$ cat config.mk
export PLATFORM = sky130hd
export DESIGN_NAME = dds_register_write_serializer
export DESIGN_NICKNAME = d
export VERILOG_FILES = /design/src/rtl/dds_rws_pkg.sv /design/src/rtl/dds_rws_front.sv /design/src/rtl/dds_rws_queue.sv /design/src/rtl/dds_rws_back.sv /design/src/rtl/dds_register_write_serializer.sv
export SDC_FILE = /design/constraint.sdc
export NUM_CORES = 2
export LEC_CHECK = 0
export BUFFER_PORTS_ARGS = -buffer_cell sky130_fd_sc_hd__clkbuf_2
export CORE_MARGIN = 2
export CORE_UTILIZATION = 41
export DETAILED_ROUTE_END_ITERATION = 10
export GPL_ROUTABILITY_DRIVEN = 0
export PLACE_DENSITY = 0.59
export SLEW_MARGIN = 40
export SYNTH_ARGS = -nofsm -noshare
export SYNTH_HDL_FRONTEND = slang
export SYNTH_HIERARCHICAL = 1
export SYNTH_SLANG_ARGS = --single-unit
$ cat constraint.sdc
create_clock -name clk -period 16.33 [get_ports clk]
set_clock_uncertainty 0.05 [all_clocks]
set_input_delay 2.4495 -clock clk [delete_from_list [all_inputs] [get_ports clk]]
set_output_delay 2.4495 -clock clk [all_outputs]
set_load 0.1 [all_outputs]
$ cat src/rtl/dds_rws_pkg.sv
// ============================================================================
// dds_rws_pkg
// Shared types and constants of the DDS register write serialiser.
// ============================================================================
package dds_rws_pkg;

  localparam logic [1:0] MODE_FREQ  = 2'd0;
  localparam logic [1:0] MODE_AMP   = 2'd1;
  localparam logic [1:0] MODE_PHASE = 2'd2;

  localparam logic [7:0] ADDR_CSR = 8'h00;
  localparam logic [7:0] ADDR_FTW = 8'h04;
  localparam logic [7:0] ADDR_POW = 8'h05;
  localparam logic [7:0] ADDR_ACR = 8'h06;

  localparam logic [15:0] AMP_ENABLE = 16'h1000;
  localparam logic [28:0] DDS_CLK    = 29'd500000000;
  localparam logic [31:0] FTW_SAT    = 32'hFFFFFFFF;

  // tuning word = (value * 2^50 / 2^50) * 2^32 / clock, via ceil(2^82 / clock)
  // scaled by 2^-50; exact floor for every value below the clock
  localparam int RECIP_W    = 54;
  localparam int RECIP_HALF = 27;
  localparam logic [RECIP_W-1:0] FTW_RECIP =
    RECIP_W'(((83'd1 << 82) + 83'(DDS_CLK) - 83'd1) / 83'(DDS_CLK));

  localparam int STREAM_W  = 56;
  localparam int IDX_W     = $clog2(STREAM_W);

  localparam logic [IDX_W-1:0] LAST_IDX_FTW  = IDX_W'(STREAM_W - 1);
  localparam logic [IDX_W-1:0] LAST_IDX_AMP  = IDX_W'(STREAM_W - 9);
  localparam logic [IDX_W-1:0] LAST_IDX_POW  = IDX_W'(STREAM_W - 17);
  localparam logic [IDX_W-1:0] FRAME1_LAST   = IDX_W'(15);

  localparam int QDEPTH = 2;
  localparam int PTR_W  = $clog2(QDEPTH);
  localparam int QCNT_W = $clog2(QDEPTH + 1);

  // data is left aligned: unused low bytes are never shifted out
  typedef struct packed {
    logic [7:0]       chan;
    logic [7:0]       addr;
    logic [31:0]      data;
    logic [IDX_W-1:0] last_idx;
  } frame_t;

endpackage

$ cat src/rtl/dds_rws_front.sv
// ============================================================================
// dds_rws_front
// Command intake: picks the register, builds the data word and forms the
// tuning word for frequency commands by a three-step reciprocal multiply.
// ============================================================================
module dds_rws_front import dds_rws_pkg::*; (
  input  logic        clk,
  input  logic        rst_n,
  input  logic        push,
  output logic        full,
  input  logic [1:0]  mode,
  input  logic [7:0]  chan,
  input  logic [28:0] value,
  output frame_t      res,
  output logic        res_valid,
  input  logic        res_ready
);

  localparam logic [1:0] STEP_LO  = 2'd0;
  localparam logic [1:0] STEP_HI  = 2'd1;
  localparam logic [1:0] STEP_SUM = 2'd2;

  logic        busy_r, busy_nxt;
  logic        res_valid_r, res_valid_nxt;
  frame_t      res_r, res_nxt;
  logic [28:0] val_r, val_nxt;
  logic [1:0]  step_r, step_nxt;
  logic [28:0] lo_r, lo_nxt;
  logic [55:0] hi_r, hi_nxt;

  logic                  res_free;
  logic                  accept;
  logic [RECIP_HALF-1:0] k_half;
  logic [55:0]           prod;
  logic [55:0]           sum;

  assign res_free  = !res_valid_r || res_ready;
  assign full      = busy_r || !res_free;
  assign accept    = push && !full;
  assign res       = res_r;
  assign res_valid = res_valid_r;

  // one 29 x 27 product per step, low half first
  assign k_half = (step_r == STEP_LO) ? FTW_RECIP[RECIP_HALF-1:0]
                                      : FTW_RECIP[RECIP_W-1:RECIP_HALF];
  assign prod   = 56'(val_r) * 56'(k_half);
  // product scaled by 2^-27, the remaining 2^-23 is the slice below
  assign sum    = hi_r + 56'(lo_r);

  always_comb begin
    busy_nxt      = busy_r;
    res_valid_nxt = res_valid_r;
    res_nxt       = res_r;
    val_nxt       = val_r;
    step_nxt      = step_r;
    lo_nxt        = lo_r;
    hi_nxt        = hi_r;
    if (res_valid_r && res_ready) begin
      res_valid_nxt = 1'b0;
    end
    if (busy_r) begin
      case (step_r)
        STEP_LO: begin
          lo_nxt   = prod[55:RECIP_HALF];
          step_nxt = STEP_HI;
        end
        STEP_HI: begin
          hi_nxt   = prod;
          step_nxt = STEP_SUM;
        end
        default: begin
          busy_nxt      = 1'b0;
          res_valid_nxt = 1'b1;
          res_nxt.data  = sum[54:23];
        end
      endcase
    end else if (accept) begin
      res_nxt.chan = chan;
      case (mode)
        MODE_FREQ: begin
          res_nxt.addr     = ADDR_FTW;
          res_nxt.last_idx = LAST_IDX_FTW;
          if (value >= DDS_CLK) begin
            res_nxt.data  = FTW_SAT;
            res_valid_nxt = 1'b1;
          end else begin
            busy_nxt = 1'b1;
            val_nxt  = value;
            step_nxt = STEP_LO;
          end
        end
        MODE_AMP: begin
          res_nxt.addr     = ADDR_ACR;
          res_nxt.last_idx = LAST_IDX_AMP;
          res_nxt.data     = {8'h00, value[15:0] | AMP_ENABLE, 8'h00};
          res_valid_nxt    = 1'b1;
        end
        MODE_PHASE: begin
          res_nxt.addr     = ADDR_POW;
          res_nxt.last_idx = LAST_IDX_POW;
          res_nxt.data     = {value[15:0], 16'h0000};
          res_valid_nxt    = 1'b1;
        end
        default: begin
          // unused mode, command dropped
        end
      endcase
    end
  end

  always_ff @(posedge clk) begin
    if (!rst_n) begin
      busy_r      <= 1'b0;
      res_valid_r <= 1'b0;
    end else begin
      busy_r      <= busy_nxt;
      res_valid_r <= res_valid_nxt;
    end
    res_r  <= res_nxt;
    val_r  <= val_nxt;
    step_r <= step_nxt;
    lo_r   <= lo_nxt;
    hi_r   <= hi_nxt;
  end

endmodule

$ cat src/rtl/dds_rws_queue.sv
// ============================================================================
// dds_rws_queue
// Short frame queue between the command intake and the serialiser.
// ============================================================================
module dds_rws_queue import dds_rws_pkg::*; (
  input  logic   clk,
  input  logic   rst_n,
  input  frame_t wr_data,
  input  logic   wr_valid,
  output logic   wr_ready,
  output frame_t rd_data,
  output logic   rd_valid,
  input  logic   rd_pop
);

  frame_t            ent_r [QDEPTH];
  logic [PTR_W-1:0]  wr_ptr_r, wr_ptr_nxt;
  logic [PTR_W-1:0]  rd_ptr_r, rd_ptr_nxt;
  logic [QCNT_W-1:0] cnt_r, cnt_nxt;
  logic              do_wr;
  logic              do_rd;

  assign wr_ready = cnt_r != QCNT_W'(QDEPTH);
  assign rd_valid = cnt_r != '0;
  assign rd_data  = ent_r[rd_ptr_r];
  assign do_wr    = wr_valid && wr_ready;
  assign do_rd    = rd_pop && rd_valid;

  always_comb begin
    wr_ptr_nxt = wr_ptr_r;
    rd_ptr_nxt = rd_ptr_r;
    cnt_nxt    = cnt_r;
    if (do_wr) begin
      wr_ptr_nxt = (wr_ptr_r == PTR_W'(QDEPTH - 1)) ? '0 : wr_ptr_r + 1'b1;
    end
    if (do_rd) begin
      rd_ptr_nxt = (rd_ptr_r == PTR_W'(QDEPTH - 1)) ? '0 : rd_ptr_r + 1'b1;
    end
    if (do_wr && !do_rd) begin
      cnt_nxt = cnt_r + 1'b1;
    end else if (do_rd && !do_wr) begin
      cnt_nxt = cnt_r - 1'b1;
    end
  end

  always_ff @(posedge clk) begin
    if (!rst_n) begin
      wr_ptr_r <= '0;
      rd_ptr_r <= '0;
      cnt_r    <= '0;
    end else begin
      wr_ptr_r <= wr_ptr_nxt;
      rd_ptr_r <= rd_ptr_nxt;
      cnt_r    <= cnt_nxt;
    end
    if (do_wr) begin
      ent_r[wr_ptr_r] <= wr_data;
    end
  end

endmodule

$ cat src/rtl/dds_rws_back.sv
// ============================================================================
// dds_rws_back
// Serialiser: shifts both frames of a command out MSB first, one bit per
// beat, through an output register.
// ============================================================================
module dds_rws_back import dds_rws_pkg::*; (
  input  logic   clk,
  input  logic   rst_n,
  input  frame_t frame,
  input  logic   frame_valid,
  output logic   frame_pop,
  output logic   empty,
  input  logic   pop,
  output logic   data_bit,
  output logic   frame_end,
  output logic   last
);

  logic                active_r, active_nxt;
  logic [STREAM_W-1:0] sh_r, sh_nxt;
  logic [IDX_W-1:0]    idx_r, idx_nxt;
  logic [IDX_W-1:0]    last_r, last_nxt;
  logic                ob_valid_r, ob_valid_nxt;
  logic                ob_bit_r, ob_bit_nxt;
  logic                ob_fe_r, ob_fe_nxt;
  logic                ob_last_r, ob_last_nxt;

  logic at_end;
  logic advance;
  logic load;

  assign at_end    = idx_r == last_r;
  assign advance   = active_r && (!ob_valid_r || pop);
  assign load      = frame_valid && (!active_r || (advance && at_end));
  assign frame_pop = load;

  assign empty     = !ob_valid_r;
  assign data_bit  = ob_bit_r;
  assign frame_end = ob_fe_r;
  assign last      = ob_last_r;

  always_comb begin
    active_nxt   = active_r;
    sh_nxt       = sh_r;
    idx_nxt      = idx_r;
    last_nxt     = last_r;
    ob_valid_nxt = ob_valid_r;
    ob_bit_nxt   = ob_bit_r;
    ob_fe_nxt    = ob_fe_r;
    ob_last_nxt  = ob_last_r;
    if (ob_valid_r && pop) begin
      ob_valid_nxt = 1'b0;
    end
    if (advance) begin
      ob_valid_nxt = 1'b1;
      ob_bit_nxt   = sh_r[STREAM_W-1];
      ob_fe_nxt    = at_end || (idx_r == FRAME1_LAST);
      ob_last_nxt  = at_end;
      sh_nxt       = {sh_r[STREAM_W-2:0], 1'b0};
      idx_nxt      = idx_r + 1'b1;
      if (at_end) begin
        active_nxt = 1'b0;
      end
    end
    if (load) begin
      active_nxt = 1'b1;
      sh_nxt     = {ADDR_CSR, frame.chan, frame.addr, frame.data};
      idx_nxt    = '0;
      last_nxt   = frame.last_idx;
    end
  end

  always_ff @(posedge clk) begin
    if (!rst_n) begin
      active_r   <= 1'b0;
      ob_valid_r <= 1'b0;
    end else begin
      active_r   <= active_nxt;
      ob_valid_r <= ob_valid_nxt;
    end
    sh_r      <= sh_nxt;
    idx_r     <= idx_nxt;
    last_r    <= last_nxt;
    ob_bit_r  <= ob_bit_nxt;
    ob_fe_r   <= ob_fe_nxt;
    ob_last_r <= ob_last_nxt;
  end

endmodule

$ cat src/rtl/dds_register_write_serializer.sv
// ============================================================================
// dds_register_write_serializer
// Turns frequency, amplitude and phase commands into the MSB-first serial
// write frames of a DDS chip.
// ============================================================================
// Input queue side: present in_mode, in_channel_select and in_value with
// push; the command is taken on an edge where full is low. Mode 3 is
// taken and dropped.
// Result queue side: while empty is low one serial bit waits on out_data_bit
// with out_frame_end (chip select rises after it) and out_last (final bit
// of the command); pop takes it.
// A command yields 56 (frequency), 48 (amplitude) or 40 (phase) beats.
// For frequency values below the clock a three-step reciprocal multiply
// forms the tuning word; larger values give the saturated word.
// The command rate is set by the serialiser moving one bit per cycle
// while pop keeps up; the multiply and a two-frame queue run ahead of it,
// so a frequency command does not slow the stream once traffic is
// flowing. full rises while a tuning word is being formed or the queue
// is full.
// Synchronous reset empties the queue and drops any command in flight.
// If pop stays low the current bit holds and the block fills up and
// raises full; nothing is lost.
// ============================================================================
module dds_register_write_serializer import dds_rws_pkg::*; (
  input  logic        clk,
  input  logic        rst_n,
  input  logic        push,
  output logic        full,
  input  logic [1:0]  in_mode,
  input  logic [7:0]  in_channel_select,
  input  logic [28:0] in_value,
  output logic        empty,
  input  logic        pop,
  output logic        out_data_bit,
  output logic        out_frame_end,
  output logic        out_last
);

  frame_t front_frame;
  logic   front_valid;
  logic   q_ready;
  frame_t q_frame;
  logic   q_valid;
  logic   q_pop;

  dds_rws_front u_front (
    .clk       (clk),
    .rst_n     (rst_n),
    .push      (push),
    .full      (full),
    .mode      (in_mode),
    .chan      (in_channel_select),
    .value     (in_value),
    .res       (front_frame),
    .res_valid (front_valid),
    .res_ready (q_ready)
  );

  dds_rws_queue u_queue (
    .clk      (clk),
    .rst_n    (rst_n),
    .wr_data  (front_frame),
    .wr_valid (front_valid),
    .wr_ready (q_ready),
    .rd_data  (q_frame),
    .rd_valid (q_valid),
    .rd_pop   (q_pop)
  );

  dds_rws_back u_back (
    .clk         (clk),
    .rst_n       (rst_n),
    .frame       (q_frame),
    .frame_valid (q_valid),
    .frame_pop   (q_pop),
    .empty       (empty),
    .pop         (pop),
    .data_bit    (out_data_bit),
    .frame_end   (out_frame_end),
    .last        (out_last)
  );

`ifndef SYNTHESIS
  a_reset_empty: assert property (@(posedge clk) !rst_n |=> empty)
    else $error("result queue not empty after reset");

  a_last_ends_frame: assert property (@(posedge clk) disable iff (!rst_n)
    (!empty && out_last) |-> out_frame_end)
    else $error("final beat of a command does not end a frame");

  a_no_gap_in_cmd: assert property (@(posedge clk) disable iff (!rst_n)
    (pop && !empty && !out_last) |=> !empty)
    else $error("gap inside a command bit stream");
`endif

endmodule

After elaboration in Yosys (flattened, before gate mapping)

Memory sizes are Yosys's and may differ from the RTL's. A register that Yosys moved wholly into a read port is not among the register bits.
Cells that the tools add are included.

Add/subtract/negate cells: 6
$mul: 1
Magnitude comparators: 1
Equality and inequality tests: 10
Multiplexer cells: 37
Bitwise gates (word level): 2
Reductions and logical operators: 42

Operator list:

| kind                                                             | count |
|---|---|
| 46-bit one-hot mux with 3 select lines                           | 1 |
| 32-bit 2-to-1 mux                                                | 3 |
| 48-bit 2-to-1 mux                                                | 2 |
| 29-bit by 27-bit multiplier with 56-bit output                   | 1 |
| 55-bit by 29-bit adder with 55-bit output                        | 1 |
| 38-bit 2-to-1 mux                                                | 1 |
| 29-bit >= comparator (second input constant)                     | 1 |
| 27-bit 2-to-1 mux                                                | 1 |
| 1-bit 2-to-1 mux                                                 | 21 |
| 2-bit nonzero test                                               | 7 |
| 2-bit 2-to-1 mux                                                 | 6 |
| 4-bit AND reduction                                              | 3 |
| 1-bit logical AND                                                | 9 |
| 2-bit AND reduction                                              | 4 |
| 1-bit logical NOT                                                | 7 |
| 6-bit by 1-bit adder with 6-bit output (second input constant)   | 1 |
| 6-bit by 4-bit == test with 1-bit output (second input constant) | 1 |
| 6-bit == test                                                    | 1 |
| 1-bit logical OR                                                 | 5 |
| 2-bit by 1-bit == test with 1-bit output (second input constant) | 2 |
| 2-bit logical NOT                                                | 2 |
| 2-bit != test (second input constant)                            | 2 |
| 2-bit one-hot mux with 2 select lines                            | 1 |
| 4-bit nonzero test                                               | 1 |
| other kinds (12)                                                 | 15 |

Register bits after elaboration: 248
Memory bits (writable): 108
Bits of input ports: 43
Output and inout bits: 5
Logic and storage cells: 122
Memories kept: 1

Memory list:

| name          | words | width | read ports | clocked after Yosys merged registers in | write ports | line                | source |
|---|---|---|---|---|---|---|---|
| u_queue.ent_r | 2     | 54    | 1          | 1                                       | 1           | dds_rws_queue.sv:16 | `frame_t ent_r [QDEPTH];` |

Depth between registers and ports, before layout

Word-level depth: 10
Depth in mapped cells: 30
Gate-level depth less buffers: 28

Modules after synthesis

Netlist, hierarchy kept.

By module, submodules not included:

| module        | times used | cells each | area each (um2) | sequential area each (um2) |
|---|---|---|---|---|
| dds_rws_front | 1          | 2391       | 24093.1         | 4724.5 |
| dds_rws_queue | 1          | 192        | 4124.0          | 3343.2 |
| dds_rws_back  | 1          | 196        | 3032.9          | 2031.9 |

Least setup slack after synthesis

OpenSTA, ideal clock, no wires.

Kind: register to register
Start point: reg u_front.step_r[0]
End point: reg u_front.hi_r[46], data pin
Library setup time: 0.265 ns
Arrival: 7.242 ns
Data required time: 16.015 ns
Slack: 8.773 ns
Cell stages (with the launch flop): 29
Buffers on the path: 3
Period minus slack after synthesis: 7.557 ns
Cell sequence: edfxtp_1 > or2_2 > clkbuf_1 > clkbuf_1 > buf_1 > nand2_1 > inv_1 > fa_1 > fa_1 > inv_1 > fa_1 > fa_1 > inv_1 > fa_1 > fa_1 > inv_1 > fa_1 > inv_1 > ha_1 > and2_1 > nand3_1 > or4_1 > o22ai_1 > a21oi_1 > a21oi_1 > o211ai_1 > and4b_1 > or2_2 > xnor2_1

Longest elaborated chain between the ends: 3

Ends and longest elaborated chain:

| what                                           | line                 | source |
|---|---|---|
| start, declared                                | dds_rws_front.sv:27  | `logic [1:0] step_r, step_nxt;` |
| start signal, assigned                         | dds_rws_front.sv:121 | `step_r <= step_nxt;` |
| 2-bit logical NOT                              | dds_rws_front.sv:44  | `assign k_half = (step_r == STEP_LO) ? FTW_RECIP[RECIP_HALF-1:0]` |
| 27-bit 2-to-1 mux                              | dds_rws_front.sv:44  |  |
| 29-bit by 27-bit multiplier with 56-bit output | dds_rws_front.sv:46  | `assign prod = 56'(val_r) * 56'(k_half);` |
| via u_front.prod[46]                           | dds_rws_front.sv:34  | `logic [55:0] prod;` |
| end signal, assigned                           | dds_rws_front.sv:123 | `hi_r <= hi_nxt;` |
| end, declared                                  | dds_rws_front.sv:29  | `logic [55:0] hi_r, hi_nxt;` |

The timed path passes the listed nets, and every way through them passes these cells.
A chain may end at the register's enable or synchronous reset.

Worst setup path after layout

Start point: reg u_front.step_r[0]
End point: reg u_front.lo_r[27], data pin

Longest elaborated chain between the ends: 3

Ends and longest elaborated chain:

| what                                           | line                 | source |
|---|---|---|
| 2-bit logical NOT                              | dds_rws_front.sv:44  |  |
| 27-bit 2-to-1 mux                              | dds_rws_front.sv:44  |  |
| 29-bit by 27-bit multiplier with 56-bit output | dds_rws_front.sv:46  |  |
| via u_front.prod[54]                           | dds_rws_front.sv:34  |  |
| end signal, assigned                           | dds_rws_front.sv:122 | `lo_r <= lo_nxt;` |
| end, declared                                  | dds_rws_front.sv:28  | `logic [28:0] lo_r, lo_nxt;` |

The timed path passes the listed nets, and every way through them passes these cells.

==> flow_summary.ini <==
[outcome]
status = complete, no violations

[synthesis]
netlist_area_um2 = 31200
synth_warnings = 6
syn_area_per_cell_um2 = 11.2
synth_edf_count = 321
synth_cell_types = 75
ys.flop_type = edfxtp_1
ys_seq_area_share_pct = 32.3
synth-async-reset-ratio_pct = 0
syn_inst = 2779
synth-seq-cells = 344

[place]
hpwl_um = 61200
place_ws_ns = 8.18
placed_area_um2 = 32600
port_buffers = 47

[clock_tree]
root_buffer = clkbuf_16
clock-sinks = 344
clk_pin_slew_worst_paths_ns = 0.06
worstSkewPairLatency_ns = 0.57
h-tree-depth = 2
tritoncts = done
clockBufferDepth = 3
numCtsBuffers = 37
hold_buffers = 0
postCtsSetupBuffers = 0
cts.repair.resized = 0

[floorplanning]
die_width_um = 280
rows = 101
start_util_pct = 41.3
core_area_um2 = 75700
die_h_um = 280
die-area_um2 = 78400
io_pins = 48

[layout]
fillCellCount = 7015
diodes = 0
stdcell_area_um2 = 33800
drive_above_1_share_pct = 9.35
syn2layout_area_growth_pct = 8.19
fin_nets = 3585

[detailed_routing]
wl_um = 75800
ant_nets = 0
firstDrtPassIters = 7
detailroute.via_count = 19500
via_per_inst = 5.09
drtIter0Drc = 1310
drt_drc_violations_left = 0
wl_per_cell_um = 19.8

[timing]
hold_viol = 0
worstMarginPinSlew_ns = 0.803
period_share_pct = 50.7
period_needed_ns = 8.28
final_max_slew_viol_count = 0
fin_ws_ns = 8.05
hold_ws_ns = 0.391
relSlewSlack_pct = 46.4
tns_ns = 0
fmax_mhz = 121
rsz0062_at_grt = no
finalSetupViolCount = 0

[grt]
use_met3_pct = 2.91
globalRouteMet1Util_pct = 26.8
top_usage_layer = met2
use_met2_pct = 32.3
grt-ovfl-total = 0
track_usage_pct = 19.7
grt_max_degree = 56
grt_pass1_vias = 20500
grt_antenna_before_repair = 4
grt_pass1_wl_um = 118000

[min_path]
hold_path_end = u_queue/ent_r[1][23]$_DFFE_PP_
hp-class = reg -> reg
hold_depth = 0
hold_start = u_front/res[23]$_DFFE_PP_

[critical_path]
r2r-start = u_front/step_r[0]$_SDFFCE_PN0P_
reg2reg_to = u_front/lo_r[27]$_DFFE_PP_
cp_max_fo = 55
rrSetupSlack_ns = 8.05
cp_data_required_time_ns = 16.66
cp.arrival_ns = 8.61
r2r_cells = 26
crit_path_end_kind = register
critPathKind = reg -> reg
critPathLaunchType = register

[flow_run]
maxCapViolCount = 0
[kinds of logic after synthesis]
kind of cell | share of synthesized area (%)
buffers and inverters | 9.03
and+or+nand+nor | 6.57
xor gates and xnor gates | 4.48
adders and majority gates | 37.4
other | 0.0240
DFF | 32.3
muxes | 3.64
AOI/OAI and AO/OA | 6.51
[state kept, by name (all words and copies together) (netlist names), 2 cells and up, named ones only]
signal          flops
u_queue/ent_r     108
u_back/sh_r        56
u_front/hi_r       54
u_front/res        43
u_front/val_r      29
u_front/lo_r       28
u_back/idx_r        6
u_back/last_r       6
u_front/step_r      2
u_queue/cnt_r       2
[worst max-delay path by stage]
| stage | endpoint | start | cells after the start |
|---|---|---|---|
| 2_1_floorplan | u_front/hi_r[46]$_DFFE_PP_ | u_front/step_r[0]$_SDFFCE_PN0P_ | 28 |
| 3_3_place_gp | u_front/hi_r[46]$_DFFE_PP_ | u_front/step_r[0]$_SDFFCE_PN0P_ | 26 |
| 3_5_place_dp | u_front/hi_r[54]$_DFFE_PP_ | u_front/step_r[0]$_SDFFCE_PN0P_ | 26 |
| 4_1_cts | u_front/lo_r[27]$_DFFE_PP_ | u_front/step_r[0]$_SDFFCE_PN0P_ | 26 |
| 5_1_grt | u_front/lo_r[27]$_DFFE_PP_ | u_front/step_r[0]$_SDFFCE_PN0P_ | 26 |
| 6_report | u_front/lo_r[27]$_DFFE_PP_ | u_front/step_r[0]$_SDFFCE_PN0P_ | 26 |
[synth_stat cells, types with 40 or more instances]
cell,instances,area [um2]
and3_1,44,275
nor2_1,64,240
a21o_1,57,428
a21oi_1,104,521
clkbuf_1,55,206
xor2_1,40,350
mux2_2,94,1060
nand2_1,148,556
xnor2_1,120,1050
fa_1,348,6970
ha_1,378,4730
edfxtp_1,321,9640
inv_1,639,2400
[area by class of cell]
type	count	area, um2	share of cell area, %
clock buffers	46	970	2.87
clock inverters	21	246	0.729
inverters	641	2410	7.12
multi-input cells	1720	18400	54.4
flip-flops and latches	344	10100	29.9
well taps	978	1220	3.62
repair buffers	72	463	1.37
[layout by cell type (no fill, tap or decap), types with 34 or more instances in the layout]
cell type,count
nand2_1,147
xnor2_1,120
fa_1,348
a21o_1,57
inv_1,638
xor2_1,40
clkbuf_2,47
clkbuf_16,37
ha_1,378
o21ai_0,34
edfxtp_1,321
and3_1,42
nor2_1,60
mux2_2,94
a21oi_1,104
[worst max-delay path, cell delays in order, from the launching register on]
cell	delay [ns]
edfxtp_1	0.42
or2_2	0.14
buf_4	0.51
nand2_1	0.28
inv_1	0.19
fa_1	0.46
fa_1	0.56
inv_1	0.07
fa_1	0.45
fa_1	0.55
inv_1	0.06
fa_1	0.49
fa_1	0.50
inv_1	0.05
fa_1	0.47
inv_1	0.04
ha_1	0.40
and3_1	0.26
nand2_1	0.11
or4_1	0.53
o22ai_1	0.17
a21oi_1	0.11
a21oi_1	0.24
o211ai_1	0.15
and4b_1	0.24
o31ai_1	0.28
xor2_1	0.25
[stage by stage]
step / util, % / instances
after floorplan: - / 2789
after global placement: 43.0 / 3753
after detailed placement: 43.1 / 3755
after CTS: 44.7 / 3822
after global routing: 44.7 / 3822
final: 44.7 / 3822
[routing by layer]
| metal | share of wire [%] | vias up |
|---|---|---|
| met5 | 0 | - |
| met4 | 3.6 | 0 |
| met3 | 5.7 | 121 |
| met2 | 47 | 549 |
| met1 | 44 | 9655 |
| li1 | - | 9144 |
Power is left out: the tool's default activity adds up to more than one toggle a clock period on the data nets, which glitch-free logic cannot reach.
